`src/design/assert_macros.svh`:
```
// ----------------------------------------------------------------------------
// Assertion macros
// Concurrent assertion wrappers shared by the quaternion triple product RTL.
// ----------------------------------------------------------------------------
`ifndef ASSERT_MACROS_SVH
`define ASSERT_MACROS_SVH

`ifndef SYNTHESIS

// Check a property while out of reset.
`define QTP_ASSERT(lbl, clk, rst_n, prop) \
    lbl: assert property (@(posedge clk) disable iff (!rst_n) prop) \
        else $error("assertion failed: lbl");

// Check a property at every edge, reset included.
`define QTP_ASSERT_ALWAYS(lbl, clk, prop) \
    lbl: assert property (@(posedge clk) prop) \
        else $error("assertion failed: lbl");

`else

`define QTP_ASSERT(lbl, clk, rst_n, prop)
`define QTP_ASSERT_ALWAYS(lbl, clk, prop)

`endif

`endif

```
`src/design/qtp_pkg.sv`:
```
// ----------------------------------------------------------------------------
// qtp_pkg
// Types and constants of the quaternion triple product block.
// ----------------------------------------------------------------------------
package qtp_pkg;

    // Default configuration
    localparam int QTP_FRAC_BITS   = 14;
    localparam int QTP_QUEUE_DEPTH = 4;

    // Datapath widths
    localparam int CompW = 16;          // one quaternion component
    localparam int SumW  = CompW + 1;   // sum or difference of two components
    localparam int ProdW = 2 * SumW;    // full product of two sums
    localparam int CombW = ProdW + 3;   // combination of up to five products

    typedef logic signed [CompW-1:0] t_comp;

    typedef struct packed {
        t_comp w;
        t_comp x;
        t_comp y;
        t_comp z;
    } t_quat;

    // Input request payload
    typedef struct packed {
        t_comp a_w;
        t_comp a_x;
        t_comp a_y;
        t_comp a_z;
        t_comp b_w;
        t_comp b_x;
        t_comp b_y;
        t_comp b_z;
        t_comp c_w;
        t_comp c_x;
        t_comp c_y;
        t_comp c_z;
    } t_in_item;

    // Result request payload
    typedef struct packed {
        t_comp res_w;
        t_comp res_x;
        t_comp res_y;
        t_comp res_z;
        logic  overflow;
    } t_out_item;

    // Entry of the queue between the first and second product
    typedef struct packed {
        t_quat m;
        t_quat c;
        logic  ovf;
    } t_mid;

endpackage

```
`src/design/qtp_fifo.sv`:
```
// ----------------------------------------------------------------------------
// qtp_fifo
// Small queue between the first and second product pipelines.
// ----------------------------------------------------------------------------
`include "assert_macros.svh"

module qtp_fifo #(
    parameter int DEPTH = qtp_pkg::QTP_QUEUE_DEPTH
) (
    input  logic          i_clk,
    input  logic          i_rst_n,
    input  logic          i_push,
    input  qtp_pkg::t_mid i_data,
    output logic          o_ready,
    output logic          o_vld,
    output qtp_pkg::t_mid o_data,
    input  logic          i_pop
);

    localparam int PtrW = (DEPTH > 1) ? $clog2(DEPTH) : 1;
    localparam int CntW = $clog2(DEPTH + 1);

    qtp_pkg::t_mid   r_mem [DEPTH];
    logic [PtrW-1:0] r_wr;
    logic [PtrW-1:0] r_rd;
    logic [CntW-1:0] r_count;
    logic            push;
    logic            pop;

    assign o_ready = (r_count != CntW'(DEPTH));
    assign o_vld   = (r_count != '0);
    assign push    = i_push && o_ready;
    assign pop     = i_pop && o_vld;

    // Store the entry
    always_ff @(posedge i_clk) begin
        if (push) begin
            r_mem[r_wr] <= i_data;
        end
    end

    assign o_data = r_mem[r_rd];

    // Advance pointers and count
    always_ff @(posedge i_clk) begin
        if (!i_rst_n) begin
            r_wr    <= '0;
            r_rd    <= '0;
            r_count <= '0;
        end else begin
            if (push) begin
                r_wr <= (r_wr == PtrW'(DEPTH - 1)) ? '0 : r_wr + 1'b1;
            end
            if (pop) begin
                r_rd <= (r_rd == PtrW'(DEPTH - 1)) ? '0 : r_rd + 1'b1;
            end
            if (push && !pop) begin
                r_count <= r_count + 1'b1;
            end else if (pop && !push) begin
                r_count <= r_count - 1'b1;
            end
        end
    end

    `QTP_ASSERT(a_count_bound, i_clk, i_rst_n, r_count <= CntW'(DEPTH))
    `QTP_ASSERT(a_push_counts, i_clk, i_rst_n, (push && !pop) |=> (r_count == $past(r_count) + 1'b1))

endmodule

```
`config.mk`:
```
export PLATFORM = sky130hd
export DESIGN_NAME = qtp_fifo
export DESIGN_NICKNAME = d
export VERILOG_FILES = /design/src/design/qtp_pkg.sv /design/src/design/qtp_fifo.sv
export VERILOG_INCLUDE_DIRS = /design/src /design/src/design
export SDC_FILE = /design/constraint.sdc
export NUM_CORES = 1
export LEC_CHECK = 0
export ABC_AREA = 0
export BUFFER_PORTS_ARGS = -buffer_cell sky130_fd_sc_hd__buf_4
export CORE_MARGIN = 4
export CORE_UTILIZATION = 57
export DETAILED_ROUTE_END_ITERATION = 10
export PLACE_DENSITY = 0.79
export SLEW_MARGIN = 40
export SYNTH_ARGS = -nofsm -noshare
export SYNTH_HDL_FRONTEND = slang
export SYNTH_SLANG_ARGS = --single-unit
```
`constraint.sdc`:
```
create_clock -name i_clk -period 3 [get_ports i_clk]
set_clock_uncertainty 0.05 [all_clocks]
set_input_delay 0.3 -clock i_clk [delete_from_list [all_inputs] [get_ports i_clk]]
set_output_delay 0.3 -clock i_clk [all_outputs]
set_load 0.02 [all_outputs]
```
# Word level (Yosys, flattened, before mapping)
# Memories as Yosys holds them, arrays and structs flattened. A register that Yosys moved wholly into a read port is not among the register bits.
# Index checks and enable logic that the tools add are counted.
totals:
  ff_bits: 7
  ramBits: 516
  in_bits: 133
  n_memories: 1
memory_table:
  columns: ["name", "words", "width", "rd", "rd_ports_with_merged_regs", "wr", "line", "source"]
  rows:
  - ["r_mem", 4, 129, 1, 1, 1, "qtp_fifo.sv:23", "qtp_pkg::t_mid r_mem [DEPTH];"]
classes:
  addsub: 4
  n_eq_ne: 3
  n_mux: 8
  reduce_logical: 8
ops:
  columns: ["operator", "n"]
  rows:
  - ["$mux 2", 4]
  - ["$mux 3", 2]
  - ["$add 2x1->2 const B", 2]
  - ["$eq 2x2->1 const B", 2]
  - ["$logic_and 1x1->1", 4]
  - ["$add 3x1->3 const B", 1]
  - ["$ne 3x3->1 const B", 1]
  - ["$reduce_bool 3->1", 1]
  - ["$sub 3x1->3 const B", 1]
  - ["$logic_not 1->1", 2]
  - ["$mux 1", 2]
  - ["$reduce_bool 2->1", 1]

# Depth between registers and ports, before layout
depth:
  word_depth: 6
  depth_mapped: 9

# Least setup slack after synthesis
# No wires, ideal clock.
synth_timing:
  path_type: "reg2reg"
  from: "register r_count[0]"
  to: "memory r_mem[0][0] (netlist name) (enable)"
  setup_time_ns: 0.431
  arrival_ns: 2.301
  required_ns: 2.519
  path_slack_ns: 0.218
  path_stages_with_launch: 4
  n_path_buf: 1
  path_cell_list: "dfxtp_1 -> or3b_1 -> buf_6 -> and3_2"
synth_via:
  elab_chain_cells: 4
synth_rtl:
  columns: ["element", "line", "source"]
  rows:
  - ["start: declaration", "qtp_fifo.sv:26", "logic [CntW-1:0] r_count;"]
  - ["start signal: assignment", "qtp_fifo.sv:58", "r_count <= r_count + 1'b1;"]
  - ["start signal: assignment", "qtp_fifo.sv:60", "r_count <= r_count - 1'b1;"]
  - ["$ne 3x3->1", "qtp_fifo.sv:30", "assign o_ready = (r_count != CntW'(DEPTH));"]
  - ["net o_ready", "qtp_fifo.sv:14", "output logic o_ready,"]
  - ["$logic_and 1x1->1", "qtp_fifo.sv:32", "assign push = i_push && o_ready;"]
  - ["$mux 1", "qtp_fifo.sv:37", "if (push) begin"]
  - ["$mux 1 (implied by the code)", "qtp_fifo.sv:38", "r_mem[r_wr] <= i_data;"]
  - ["end: declaration", "qtp_fifo.sv:23", null]
# The timed path passes the listed nets, and every way through them passes these cells.

==> out/results.tsv <==
metric	value	unit
drc	0	
final_cell_count_no_fill	1657	
startpoint_type	register	
dieWidth	191	um
rsz0062_at_grt	no	
setup_violations	0	
slew-limit-headroom	0.568	
syn_area	19100	um^2
wl	40300	um
antenna_found_initial	1	
clkSlewWorstSetupHoldPaths	0.06	ns
start_util	0.583	
min_path_type	input pin to register	
cts_resized	0	
ys_seq_area_frac	0.821	
ys_ff_latch	525	
outcome	finished, final reports clean	
track_usage	0.224	
yosysUniqueCellTypes	27	
drv_cap	0	
core_area	32800	um^2
first_global_vias	10400	
finalCritPeriodShare	0.907	
clk_latency	0.54	ns
cp.arrival	2.37	ns
die-area	36500	um^2
cts.sinks	525	
cts_root_buf	clkbuf_16	
slew_violations	0	
netlist_instances	724	
tritoncts	done	
ios	264	
clock_path_buffers	3	
dr.pass1.iters	4	
die_h	191	um
vdd_drop_max	594	uV
io_buffers	263	
p_leak	8.43	nW
dp_hpwl	22500	um
vias	9420	
area_delta_synth_final	29.7	%
dp_cells	1429	
grt_overflow	0	
synthTopCellsByArea	edfxtp_1 81%, mux4_2 15%, dfxtp_1 0.94%, buf_6 0.71%, ha_1 0.39%	
wl_per_cell	24.3	um
synth_nets	864	
critPathMaxFanout	25	
via_per_inst	5.68	
gp_congestion	0.763	
hold_viol_final	0	
crit_path_end_kind	primary output	
final_nets	1312	
drive_gt1_frac	0.411	
cp.required	2.65	ns
holdWs	0.167	ns
critPathKind	register to primary output	
cts_buffers	51	
synth_top_cell_area_share	0.811	
power_density	832	nW/um^2
grt_pass1_wl	61700	um
fp-row-count	66	
fin_crit	2.72	ns
clock.fmax	0.368	GHz
htree_levels	2	
drt_iter0_drc	679	
yosys_warnings	0	
tightest_slew	0.648	ns
postSynthAreaPerCell	26.4	um^2
setup_tns	0	ns
cts_setup_buffers	0	
synth_top_cell_by_area	edfxtp_1	
ant_nets	0	
grt_max_degree	94	
-- cell usage after synthesis (all sizes together) --
master	instances
nor2	2
buf	27
o21ai	4
nor2b	1
and2	2
clkbuf	3
inv	3
xor2	1
edfxtp	516
dfxtp	9
or3b	1
a21boi	1
o31ai	1
nand2	5
or3	2
mux4	129
nand3	2
mux2i	2
xnor2	1
ha	6
fa	1
nand4	1
and3	4
-- kinds of logic after synthesis --
family | after synthesis | synth area share
flip-flops | 525 | 0.821
multiplexers | 131 | 0.153
buffers and inverters | 33 | 0.0124
AND/OR/NAND/NOR | 20 | 0.00616
adder cells (fa/ha/maj) | 7 | 0.00498
AO/OA/AOI/OAI | 6 | 0.00183
XOR/XNOR | 2 | 0.000917
-- layout make-up --
class | count | area [um^2]
flip-flops and latches | 525 | 15700
fillers | 1675 | 8000
repair buffers | 425 | 3720
multi-input cells | 166 | 3210
clock buffers | 63 | 1360
well taps | 442 | 553
clock inverters | 31 | 241
inverters | 3 | 11.3
diodes | 2 | 5.00
-- timing repair --
action,in CTS,in global routing
endpoints found under the setup margin,0,0
endpoints found under the hold margin,520,0
hold buffers,132,0
-- sequential cells by signal (all words and copies together) (netlist names), named ones only --
| signal | count |
|---|---|
| r_rd | 2 |
| r_count | 3 |
| r_wr | 2 |
| r_mem | 516 |
-- metrics by stage --
stage          instance area (um^2)  utilization  power (mW)  worst slack, ns
6_report                      24800        0.756        20.6            0.279
5_1_grt                       24800        0.756        21.5            0.139
4_1_cts                       24800        0.756        20.8            0.217
3_5_place_dp                  21900        0.667        14.5            0.559
3_3_place_gp                  21900        0.667        14.4            0.647
2_1_floorplan                 19100            -        12.4            0.218
-- routing by layer --
metal  vias to the layer above  GRT usage  wire length, um  share of wire
met5                         -          0                0              0
met4                         0     0.0682             1130          0.028
met3                        77     0.0530             3220          0.080
met2                       369      0.374            20500           0.51
met1                      4932      0.299            15400           0.38
li1                       4042          -                -              -
-- power by group --
part	total (mW)	switching, mW	internal [mW]
registers	9.17	0.284	8.89
logic	5.35	2.80	2.55
clock network	6.11	2.55	3.56
total	20.6	5.64	15.0
-- critical path: stages (launching register included) --
cell and delay (ns):
dfxtp_4 0.76, buf_4 0.31, mux4_2 0.53, buf_4 0.18
-- cells in the final DEF (no fill, tap or decap), types with 2 or more instances in the layout --
cell type / count
buf_12: 16
buf_4: 277
bufinv_16: 4
dlygate4sd3_1: 132
dfxtp_1: 7
mux4_2: 129
clkinv_2: 9
edfxtp_1: 516
or3_2: 2
clkinv_1: 16
dfxtp_4: 2
clkbuf_16: 53
and3_4: 4
nand3_1: 2
mux2i_1: 2
nand2_1: 5
diode_2: 2
o21ai_0: 3
inv_1: 3
ha_1: 6
nor2_1: 2
clkbuf_1: 10
-- worst paths after layout --
path | end | start | cells after the start | slack (ns)
setup / recovery | o_data[85] | register | 3 | 0.28
hold reg to reg | r_wr[1] | r_wr[1] | 2 | 0.46
setup reg to reg | r_count[2] | r_count[0] | 7 | 0.39
hold / removal | register | i_pop | 3 | 0.17
Power figures use the tool's default switching activity.
